==> src/rtl/wgmt_pkg.sv <==
// wgmt_pkg: shared constants for the window gap max tracker.
// Used by wgmt_hist_mem and window_gap_max_tracker; no dependencies.
package wgmt_pkg;

  localparam int ScoreW    = 16;
  localparam int IndexW    = 12;
  localparam int WindowW   = 5;
  localparam int CfgIdxW   = 2;
  localparam int CfgDataW  = 5;

  localparam int MaxWindowDef = 16;
  localparam int MaxItemsDef  = 4096;

  localparam logic [CfgIdxW-1:0] CFG_WINDOW_DISTANCE = 2'd0;
  localparam logic [CfgIdxW-1:0] CFG_HALVE_GAP       = 2'd1;

  localparam logic [WindowW-1:0] WINDOW_RESET = 5'd1;

endpackage

==> src/rtl/window_gap_max_tracker.sv <==
// window_gap_max_tracker: largest gap between scores k places apart.
// Throughput: one item per cycle while no result waits on out_ready; the history
// memory is read for every item and written for the first MAX_ITEMS of a list.
// Reset: clears control, counters, max state and config; the history memory is not
// cleared, as entries are used only after being written in the current list.
module window_gap_max_tracker
  import wgmt_pkg::*;
#(
  parameter int MAX_WINDOW = MaxWindowDef,
  parameter int MAX_ITEMS  = MaxItemsDef
) (
  input  logic                clk,
  input  logic                rst_n,
  input  logic                in_valid,
  output logic                in_ready,
  input  logic [ScoreW-1:0]   in_score,
  input  logic                in_last_item,
  output logic                out_valid,
  input  logic                out_ready,
  output logic [ScoreW-1:0]   out_best_gap,
  output logic [IndexW-1:0]   out_best_index,
  output logic                out_found,
  input  logic                cfg_valid,
  output logic                cfg_ready,
  input  logic [CfgIdxW-1:0]  cfg_index,
  input  logic [CfgDataW-1:0] cfg_wdata
);

  localparam int AW  = $clog2(MAX_WINDOW);
  localparam int KW  = $clog2(MAX_WINDOW + 1);
  localparam int CW  = $clog2(MAX_ITEMS + 1);
  localparam int EW  = (CW > KW) ? CW : KW;
  localparam int WDW = (KW > WindowW) ? KW : WindowW;
  localparam int SW  = KW + 1;

  logic [WindowW-1:0] window_distance_r;
  logic               halve_gap_r;

  logic [CW-1:0]      cnt_r, cnt_nxt;
  logic [AW-1:0]      wr_ptr_r, wr_ptr_nxt;

  logic               s1_valid_r;
  logic [ScoreW-1:0]  s1_score_r;
  logic               s1_last_r;
  logic               s1_check_r;
  logic [CW-1:0]      s1_lead_pos_r;

  logic [ScoreW-1:0]  max_gap_r;
  logic [CW-1:0]      max_index_r;
  logic               gap_seen_r;

  logic               out_valid_r;
  logic [ScoreW-1:0]  out_gap_r;
  logic [IndexW-1:0]  out_index_r;
  logic               out_found_r;

  logic               advance, in_fire;
  logic               cnt_active;
  logic [WDW-1:0]     wd_ext;
  logic [KW-1:0]      k_eff;
  logic               check;
  logic [EW-1:0]      lead_pos;
  logic [SW-1:0]      rsum, rwrap;
  logic [AW-1:0]      raddr;
  logic [ScoreW-1:0]  lead;

  logic               lead_gt;
  logic [ScoreW-1:0]  diff, gap;
  logic               upd;
  logic [ScoreW-1:0]  cur_gap;
  logic [CW-1:0]      cur_idx;
  logic               cur_seen;

  // configuration
  assign cfg_ready = 1'b1;

  always_ff @(posedge clk) begin
    if (!rst_n) begin
      window_distance_r <= WINDOW_RESET;
      halve_gap_r       <= 1'b0;
    end else if (cfg_valid) begin
      case (cfg_index)
        CFG_WINDOW_DISTANCE: window_distance_r <= cfg_wdata[WindowW-1:0];
        CFG_HALVE_GAP:       halve_gap_r       <= cfg_wdata[0];
        default: ;
      endcase
    end
  end

  // stage 0: address the lead score and write this one
  assign advance  = !(s1_valid_r && s1_last_r && out_valid_r && !out_ready);
  assign in_ready = advance;
  assign in_fire  = in_valid && advance;

  assign cnt_active = cnt_r < CW'(MAX_ITEMS);

  always_comb begin
    wd_ext = WDW'(window_distance_r);
    if (wd_ext == '0) begin
      k_eff = KW'(1);
    end else if (wd_ext > WDW'(MAX_WINDOW)) begin
      k_eff = KW'(MAX_WINDOW);
    end else begin
      k_eff = KW'(wd_ext);
    end
  end

  assign check    = cnt_active && (EW'(cnt_r) >= EW'(k_eff));
  assign lead_pos = EW'(cnt_r) - EW'(k_eff);

  assign rsum  = SW'(wr_ptr_r) + SW'(MAX_WINDOW) - SW'(k_eff);
  assign rwrap = (rsum >= SW'(MAX_WINDOW)) ? rsum - SW'(MAX_WINDOW) : rsum;
  assign raddr = AW'(rwrap);

  always_comb begin
    cnt_nxt    = cnt_r;
    wr_ptr_nxt = wr_ptr_r;
    if (in_fire) begin
      if (in_last_item) begin
        cnt_nxt    = '0;
        wr_ptr_nxt = '0;
      end else if (cnt_active) begin
        cnt_nxt    = cnt_r + CW'(1);
        wr_ptr_nxt = (wr_ptr_r == AW'(MAX_WINDOW - 1)) ? '0 : wr_ptr_r + AW'(1);
      end
    end
  end

  always_ff @(posedge clk) begin
    if (!rst_n) begin
      cnt_r    <= '0;
      wr_ptr_r <= '0;
    end else begin
      cnt_r    <= cnt_nxt;
      wr_ptr_r <= wr_ptr_nxt;
    end
  end

  wgmt_hist_mem #(
    .Depth (MAX_WINDOW),
    .AddrW (AW)
  ) u_hist (
    .clk   (clk),
    .we    (in_fire && cnt_active),
    .waddr (wr_ptr_r),
    .wdata (in_score),
    .re    (in_fire),
    .raddr (raddr),
    .rdata (lead)
  );

  always_ff @(posedge clk) begin
    if (!rst_n) begin
      s1_valid_r <= 1'b0;
    end else if (advance) begin
      s1_valid_r <= in_fire;
    end
  end

  always_ff @(posedge clk) begin
    if (in_fire) begin
      s1_score_r    <= in_score;
      s1_last_r     <= in_last_item;
      s1_check_r    <= check;
      s1_lead_pos_r <= CW'(lead_pos);
    end
  end

  // stage 1: gap and running max
  assign lead_gt  = s1_check_r && (lead > s1_score_r);
  assign diff     = lead - s1_score_r;
  assign gap      = halve_gap_r ? (diff >> 1) : diff;
  assign upd      = lead_gt && (gap > max_gap_r);
  assign cur_gap  = upd ? gap : max_gap_r;
  assign cur_idx  = upd ? s1_lead_pos_r : max_index_r;
  assign cur_seen = gap_seen_r || upd;

  always_ff @(posedge clk) begin
    if (!rst_n) begin
      max_gap_r   <= '0;
      max_index_r <= '0;
      gap_seen_r  <= 1'b0;
    end else if (s1_valid_r && advance) begin
      if (s1_last_r) begin
        max_gap_r   <= '0;
        max_index_r <= '0;
        gap_seen_r  <= 1'b0;
      end else begin
        max_gap_r   <= cur_gap;
        max_index_r <= cur_idx;
        gap_seen_r  <= cur_seen;
      end
    end
  end

  // result register
  always_ff @(posedge clk) begin
    if (!rst_n) begin
      out_valid_r <= 1'b0;
    end else if (s1_valid_r && s1_last_r && advance) begin
      out_valid_r <= 1'b1;
    end else if (out_ready) begin
      out_valid_r <= 1'b0;
    end
  end

  always_ff @(posedge clk) begin
    if (s1_valid_r && s1_last_r && advance) begin
      out_gap_r   <= cur_seen ? cur_gap : '0;
      out_index_r <= cur_seen ? IndexW'(cur_idx) : '0;
      out_found_r <= cur_seen;
    end
  end

  assign out_valid      = out_valid_r;
  assign out_best_gap   = out_gap_r;
  assign out_best_index = out_index_r;
  assign out_found      = out_found_r;

  // checks
  a_clear_after_last: assert property (@(posedge clk) disable iff (!rst_n)
    in_fire && in_last_item |=> cnt_r == '0 && wr_ptr_r == '0)
    else $error("count not cleared after last item");

  a_found_nonzero: assert property (@(posedge clk) disable iff (!rst_n)
    out_valid_r && out_found_r |-> out_gap_r != '0)
    else $error("found result with zero gap");

  a_none_zero: assert property (@(posedge clk) disable iff (!rst_n)
    out_valid_r && !out_found_r |-> out_gap_r == '0 && out_index_r == '0)
    else $error("empty result carries data");

  a_stall_cause: assert property (@(posedge clk) disable iff (!rst_n)
    !in_ready |-> s1_valid_r && s1_last_r && out_valid_r)
    else $error("stall without a pending result");

  a_ptr_range: assert property (@(posedge clk) disable iff (!rst_n)
    in_fire && cnt_active |=> wr_ptr_r < AW'(MAX_WINDOW - 1) || wr_ptr_r == AW'(MAX_WINDOW - 1))
    else $error("history pointer out of range");

endmodule

==> src/rtl/wgmt_hist_mem.sv <==
// wgmt_hist_mem: score history ring, one write and one registered read port.
// Depends on wgmt_pkg for the score width and the default depth.
module wgmt_hist_mem
  import wgmt_pkg::*;
#(
  parameter int Depth = MaxWindowDef,
  parameter int AddrW = $clog2(MaxWindowDef)
) (
  input  logic              clk,
  input  logic              we,
  input  logic [AddrW-1:0]  waddr,
  input  logic [ScoreW-1:0] wdata,
  input  logic              re,
  input  logic [AddrW-1:0]  raddr,
  output logic [ScoreW-1:0] rdata
);

  logic [ScoreW-1:0] mem [Depth];
  logic [ScoreW-1:0] rdata_r;

  // read-first: a read and write to the same entry return the old score
  always_ff @(posedge clk) begin
    if (re) begin
      rdata_r <= mem[raddr];
    end
    if (we) begin
      mem[waddr] <= wdata;
    end
  end

  assign rdata = rdata_r;

endmodule

==> config.mk <==
export PLATFORM = sky130hd
export DESIGN_NAME = window_gap_max_tracker
export DESIGN_NICKNAME = d
export VERILOG_FILES = /design/src/rtl/wgmt_pkg.sv /design/src/rtl/window_gap_max_tracker.sv /design/src/rtl/wgmt_hist_mem.sv
export SDC_FILE = /design/constraint.sdc
export NUM_CORES = 1
export LEC_CHECK = 0
export BUFFER_PORTS_ARGS = -buffer_cell sky130_fd_sc_hd__buf_2
export CAP_MARGIN = 20
export CORE_UTILIZATION = 35
export DETAILED_ROUTE_END_ITERATION = 8
export PLACE_DENSITY = 0.49
export SETUP_SLACK_MARGIN = 0.4
export SYNTH_ARGS = -nofsm -noshare
export SYNTH_HDL_FRONTEND = slang
export SYNTH_SLANG_ARGS = --single-unit
==> constraint.sdc <==
create_clock -name clk -period 6.4 [get_ports clk]
set_input_delay 0.96 -clock clk [delete_from_list [all_inputs] [get_ports clk]]
set_output_delay 0.96 -clock clk [all_outputs]
set_load 0.01 [all_outputs]
==> results of run 1 <==
-- logic make-up (layout without fill, tap and decap cells) --
kind of cell               count (synthesis)  in the layout  synth area share [%]
AOI/OAI and AO/OA                        165            165                 6.847
xor gates and xnor gates                  33             33                 1.751
DFF                                      385            385                 66.78
and+or+nand+nor                          216            216                 6.354
muxes                                    109            109                 11.49
buffers and inverters                    112            224                 2.980
other                                      1              1               0.02272
adders and majority gates                 48             48                 3.776
-- Yosys cell counts, drive strengths merged, types with 25 or more instances --
| cell type | instances |
|---|---|
| edfxtp | 331 |
| nand2 | 75 |
| inv | 65 |
| mux4 | 64 |
| dfxtp | 54 |
| a21oi | 48 |
| ha | 45 |
| nor2 | 45 |
| mux2i | 42 |
| o21ai | 34 |
| nor2b | 28 |
| buf | 25 |
-- cell type report --
type / count / share of cell area, %
timing repair buffer: 80 / 2.553
clock inverter: 25 / 1.145
sequential: 385 / 57.96
multi-input combinational: 572 / 26.87
tap: 607 / 3.994
clock buffer: 54 / 6.205
inverter: 65 / 1.283
-- stage by stage --
step	hold slack, ps	utilization, %
after CTS	482.3	40.79
after global routing	496.4	40.85
after global placement	462.2	37.72
final	479.6	40.85
after detailed placement	464.2	37.78
after floorplan	442.4	-
-- per-layer routing --
metal	wire length, um	vias to the layer above	global-route usage, %
met1	17400	4593	22.24
li1	-	4237	-
met4	742	2	4.699
met3	1404	57	2.578
met5	11	-	0
met2	18050	187	26.60
-- final timing paths --
path,start,end,slack [ps],depth (start not counted)
worst max-delay path,s1_score_r[1],max_gap_r[9],1340,16
worst min-delay path,max_index_r[10],max_index_r[10],480,1
worst max register to register,s1_score_r[1],max_gap_r[9],1340,16
worst min register to register,max_index_r[10],max_index_r[10],480,1
-- state kept, by name, summed over array words and instances (netlist names), 4 cells and up --
| name | cells |
|---|---|
| s1_score_r | 16 |
| out_best_gap | 16 |
| max_index_r | 12 |
| u_hist.rdata | 16 |
| wd_ext | 5 |
| wr_ptr_r | 4 |
| cnt_r | 13 |
| u_hist.mem | 256 |
| max_gap_r | 16 |
| s1_lead_pos_r | 12 |
| out_best_index | 12 |
-- cell usage in the layout (no fill, tap or decap), drive strengths merged, types with 7 or more instances in the layout --
cell type,count
edfxtp,331
nand2,75
clkbuf,54
buf,80
a21o,7
mux2i,42
nor2b,28
mux4,64
nand2b,12
a211oi,22
or3,8
clkinv,19
nor2,45
xor2,14
nand3,8
ha,45
dfxtp,54
nand4,10
a21oi,48
a22o,18
xnor2,19
o21ai,34
nor3,13
o2bb2ai,11
inv,66
-- report_power, final --
group          switching, uW  internal (uW)  total, uW  leakage (uW)
logic                    603            409       1010       0.00227
clock network           1020           1400       2420      0.000679
registers               31.6           2810       2850       0.00345
total                   1660           4620       6280       0.00640
==> metrics.csv, run 1 <==
metric,value,unit
outcome,"complete, no violations",
DR WL/cell,21.04,um
ys flop type,edfxtp_1,
CTS resizes,0,
Multi-input gate area,5109,um^2
CORE AREA,46560,um^2
Sequential cell area,11020,um^2
synth top area cells,"edfxtp_1, mux4_2, dfxtp_1",
PD cells,330.2,nW/um^2
maximum clock rate,197.6,MHz
Yosys top cell by area,edfxtp_1,
gr usage total,16.24,%
Worst Hold Class,reg2reg,
Die Span Y,219.1,um
# DRC,0,
CP max FO,49,
clock skew,27.58,ps
top cell type's share of synthesized area,60.23,%
Static Leak,0.006396,uW
CTS Hold Bufs,0,
MaxCap Viol Count,0,
Fill cells,4277,
setup TNS,0,ps
CTS Buf Count,44,
routed vias/inst,5.076,
post-synthesis sequential area ratio,66.78,%
Die W,219.1,um
CP Data Required Time,6840,ps
clock-pin slew on the worst setup and hold paths,60,ps
Ant. Diodes,0,
crit-path leading delay family,compound AO/OA/AOI/OAI gates,
H-tree Lvls,2,
Port Buf Inserts,59,
CP Cell Sequence,inv_1 -> ha_1 -> nor2b_1 -> o31ai_1 -> a211oi_2 -> o21ai_1 -> mux2_1 -> a221o_1 -> ha_1 -> nand4_1 -> nor4_1 -> o21ai_0 -> o211ai_1 -> o211a_4 -> a31oi_4 -> a22o_1,
asr flop ratio synth,0,%
drt first pass iters,5,
Clock Path Buffers,3,
Post-Synthesis Cells,1069,
Congestion Overflow GR,0,
fin. max-slew vios,0,
crit path DAT,5500,ps
DP HPWL,22780,um
WL final,37610,um
gpl congestion,0.7773,
RSZ-0062 raised after global routing,no,
Crit Path Category,reg2reg,
Ys Warns,0,
"Power, Total",6279,uW
Sink Count,385,
DR vias,9076,
later-pin clock latency in the skew report,580,ps
Post-DRT Antenna Nets,0,
"Slowest-stage cell, CP",o211a_4,
Post-Syn Nets,1146,
"Avg Cell Area, Syn",15.44,um^2
Startpoint Class,register,
post-synthesis register bit count,385,
final setup violation count,0,
dpl cells,1707,
Max-Slew Margin vs Limit,29.69,%
share of layout cells above drive strength 1,20.66,%
Initial Utilization,35.45,%
final setup margin,1340,ps
Root Buffer,clkbuf_16,
pre-CTS WS,1335,ps
crit-path max cell delay,600,ps
CP Capture Type,register,
first-pass GRT wire length,57740,um
most frequent cell on the critical path,ha_1,
Area after DPL,17590,um^2
slew at the pin with the worst max-slew slack,1052,ps
# rows,79,
post-route clock period utilization,79.06,%
pin count of the biggest net entering global routing,50,
Buf/Inv on CP,1,
P&R area growth vs syn,15.23,%
number of buffers added for setup after CTS,0,
worst-case vdd ir drop,0.2414,mV
synth unique cells,62,
post-route cell area,19020,um^2
Fin. Hold Viols,0,
number of synthesized flops with an enable pin,331,
CTS tree,done,
final std cells w/o fill,1788,
die area,48020,um^2
Ports,61,
final net count,1225,
initial antenna violation count,2,
DR iter-0 viols,528,
synthesized cell area,16500,um^2
post-layout minimum cycle time,5060,ps
vias in the first global route,9086,
Note: power is estimated with default switching activity, not from simulation.
==> run 2: changes to the inputs <==
==> constraint.sdc (replaced) <==
create_clock -name clk -period 4.7 [get_ports clk]
set_input_delay 0.705 -clock clk [delete_from_list [all_inputs] [get_ports clk]]
set_output_delay 0.705 -clock clk [all_outputs]
set_load 0.01 [all_outputs]
==> run 2 against run 1 <==
Compared with the run above:
- maximum frequency is 23% higher
- global-route usage decreased by 0.45 points
- sequential share of layout area down 0.99 points
- sequential power rose by 36%
- clock skew fell by 9.2 ps
- critical path depth is 2 higher
- non-clock buffer count is 21 higher
- combinational power grew 56%
- cell area increased by 1.7%
- highest routed layer unchanged
==> metrics.csv, run 2 (synthesis results as in run 1) <==
metric,value,unit
outcome,"complete, no violations",
Crit Path Category,reg2reg,
CORE AREA,46560,um^2
Fill cells,4234,
fin. max-slew vios,0,
final net count,1250,
Sink Count,385,
most frequent cells in the layout,"edfxtp_1, nand2_1, inv_1, mux4_2, buf_2",
Reg-to-Reg End,max_index_r[7],
Initial Utilization,35.45,%
CP Data Required Time,5140,ps
Top reg by flops,u_hist.mem,
# DRC,0,
GRT met3 Usage,2.980,%
RSZ-0062 raised after global routing,no,
post-route clock period utilization,87.37,%
MaxCap Viol Count,0,
Area after DPL,17690,um^2
CTS Buf Count,43,
vias in the first global route,9142,
CP Cell Sequence,ha_2 -> fa_2 -> nand2b_4 -> a21oi_4 -> o2111ai_4 -> a31oi_4 -> xor2_1 -> mux2i_2 -> inv_1 -> ha_1 -> nand4_1 -> nor4_2 -> o21ai_1 -> o211ai_1 -> buf_4 -> o211a_4 -> a31oi_4 -> a22o_1,
WL final,37670,um
most frequent cell on the critical path,a31oi_4,
Ant. Diodes,0,
share of layout cells above drive strength 1,23.77,%
Root Buffer,clkbuf_16,
Sequential cell area,11020,um^2
grt peak-use layer,met2,
Die Span Y,219.1,um
Ports,61,
drt first pass iters,6,
die area,48020,um^2
RR Startpoint,s1_score_r[0],
maximum clock rate,243.5,MHz
final setup violation count,0,
pin count of the biggest net entering global routing,47,
P&R area growth vs syn,17.23,%
slew at the pin with the worst max-slew slack,1055,ps
pre-CTS WS,136.0,ps
DP HPWL,22860,um
Worst Hold Class,in2reg,
crit path capture,max_index_r[7],
DR vias,9110,
DR iter-0 viols,664,
post-route cell area,19350,um^2
later-pin clock latency in the skew report,570,ps
clock skew,18.43,ps
DR WL/cell,20.86,um
CP Capture Type,register,
Congestion Overflow GR,0,
Fin. Hold Viols,0,
worst-case vdd ir drop,0.2413,mV
Port Buf Inserts,59,
CP startpoint,s1_score_r[0],
routed vias/inst,5.044,
setup TNS,0,ps
gpl congestion,0.7929,
"Slowest-stage cell, CP",edfxtp_1,
M1 GR Usage,21.23,%
initial antenna violation count,1,
CTS tree,done,
clock-pin slew on the worst setup and hold paths,50,ps
PD cells,443.2,nW/um^2
post-layout minimum cycle time,4106,ps
# rows,79,
Post-DRT Antenna Nets,0,
final setup margin,593.8,ps
FF-to-FF path depth,18,
gr usage total,15.79,%
Max-Slew Margin vs Limit,29.53,%
Die W,219.1,um
"Power, Total",8575,uW
fin util,41.55,%
CP max FO,7,
first-pass GRT wire length,56260,um
Startpoint Class,register,
crit path DAT,4550,ps
Static Leak,0.006487,uW
"commonest non-fill, non-tap cell in the layout",edfxtp_1,
crit-path max cell delay,370,ps
reg2reg setup slack,590,ps
H-tree Lvls,2,
Clock Path Buffers,3,
Multi-input gate area,5360,um^2
Largest register FFs,256,
met2 Track Usage GR,25.63,%
## run 2: per-layer routing
metal,part of all wire (%),routed length [um]
met5,0.024,9
met4,2.7,1010
met3,4.0,1493
met2,47,17840
met1,46,17320
## run 2: report_power, final
| group | switching, uW | total, uW | internal, uW |
|---|---|---|---|
| Combinational | 902 | 1580 | 676 |
| Clock | 1330 | 3120 | 1790 |
| Sequential | 46.1 | 3880 | 3830 |
## run 2: critical path: cells and delay by family, from the launching register on
family                     cells  cell delay, ps
DFF                            1             370
AOI/OAI and AO/OA              8            1570
muxes                          1             240
xor gates and xnor gates       1             110
buffers and inverters          2             240
and+or+nand+nor                3             620
adders and majority gates      3             850
## run 2: worst min-delay path by stage
| stage | start | endpoint | slack, ps | depth (start not counted) |
|---|---|---|---|---|
| after global placement | max_index_r[1] | max_index_r[1] | 460 | 1 |
| after floorplan | wd_ext[0] | wd_ext[0] | 440 | 2 |
| after global routing | in_last_item | s1_last_r | 380 | 1 |
| after detailed placement | max_index_r[0] | max_index_r[0] | 470 | 1 |
| final | in_last_item | s1_last_r | 400 | 1 |
| after CTS | in_last_item | s1_last_r | 370 | 1 |
## run 2: area by class of cell
cell class	instances	share of cell area (%)
Sequential cell	385	56.97
Multi-Input combinational cell	577	27.71
Clock buffer	57	5.995
Tap cell	607	3.926
Timing Repair Buffer	101	3.557
Inverter	65	1.261
Clock inverter	14	0.5885
## run 2: timing repair
action | CTS | global route
pin swaps | 2 | 26
setup buffers | 1 | 6
hold buffers | 0 | 0
cloned | 1 | 4
gates resized for setup | 8 | 35
endpoints found under the setup margin | 58 | 58
## run 2: stage by stage
stage / hold WS, ps / std cells
5_1_grt: 376.6 / 1806
3_3_place_gp: 462.6 / 1720
4_1_cts: 366.6 / 1793
3_5_place_dp: 467.0 / 1720
6_report: 404.9 / 1806
2_1_floorplan: 442.4 / 1069
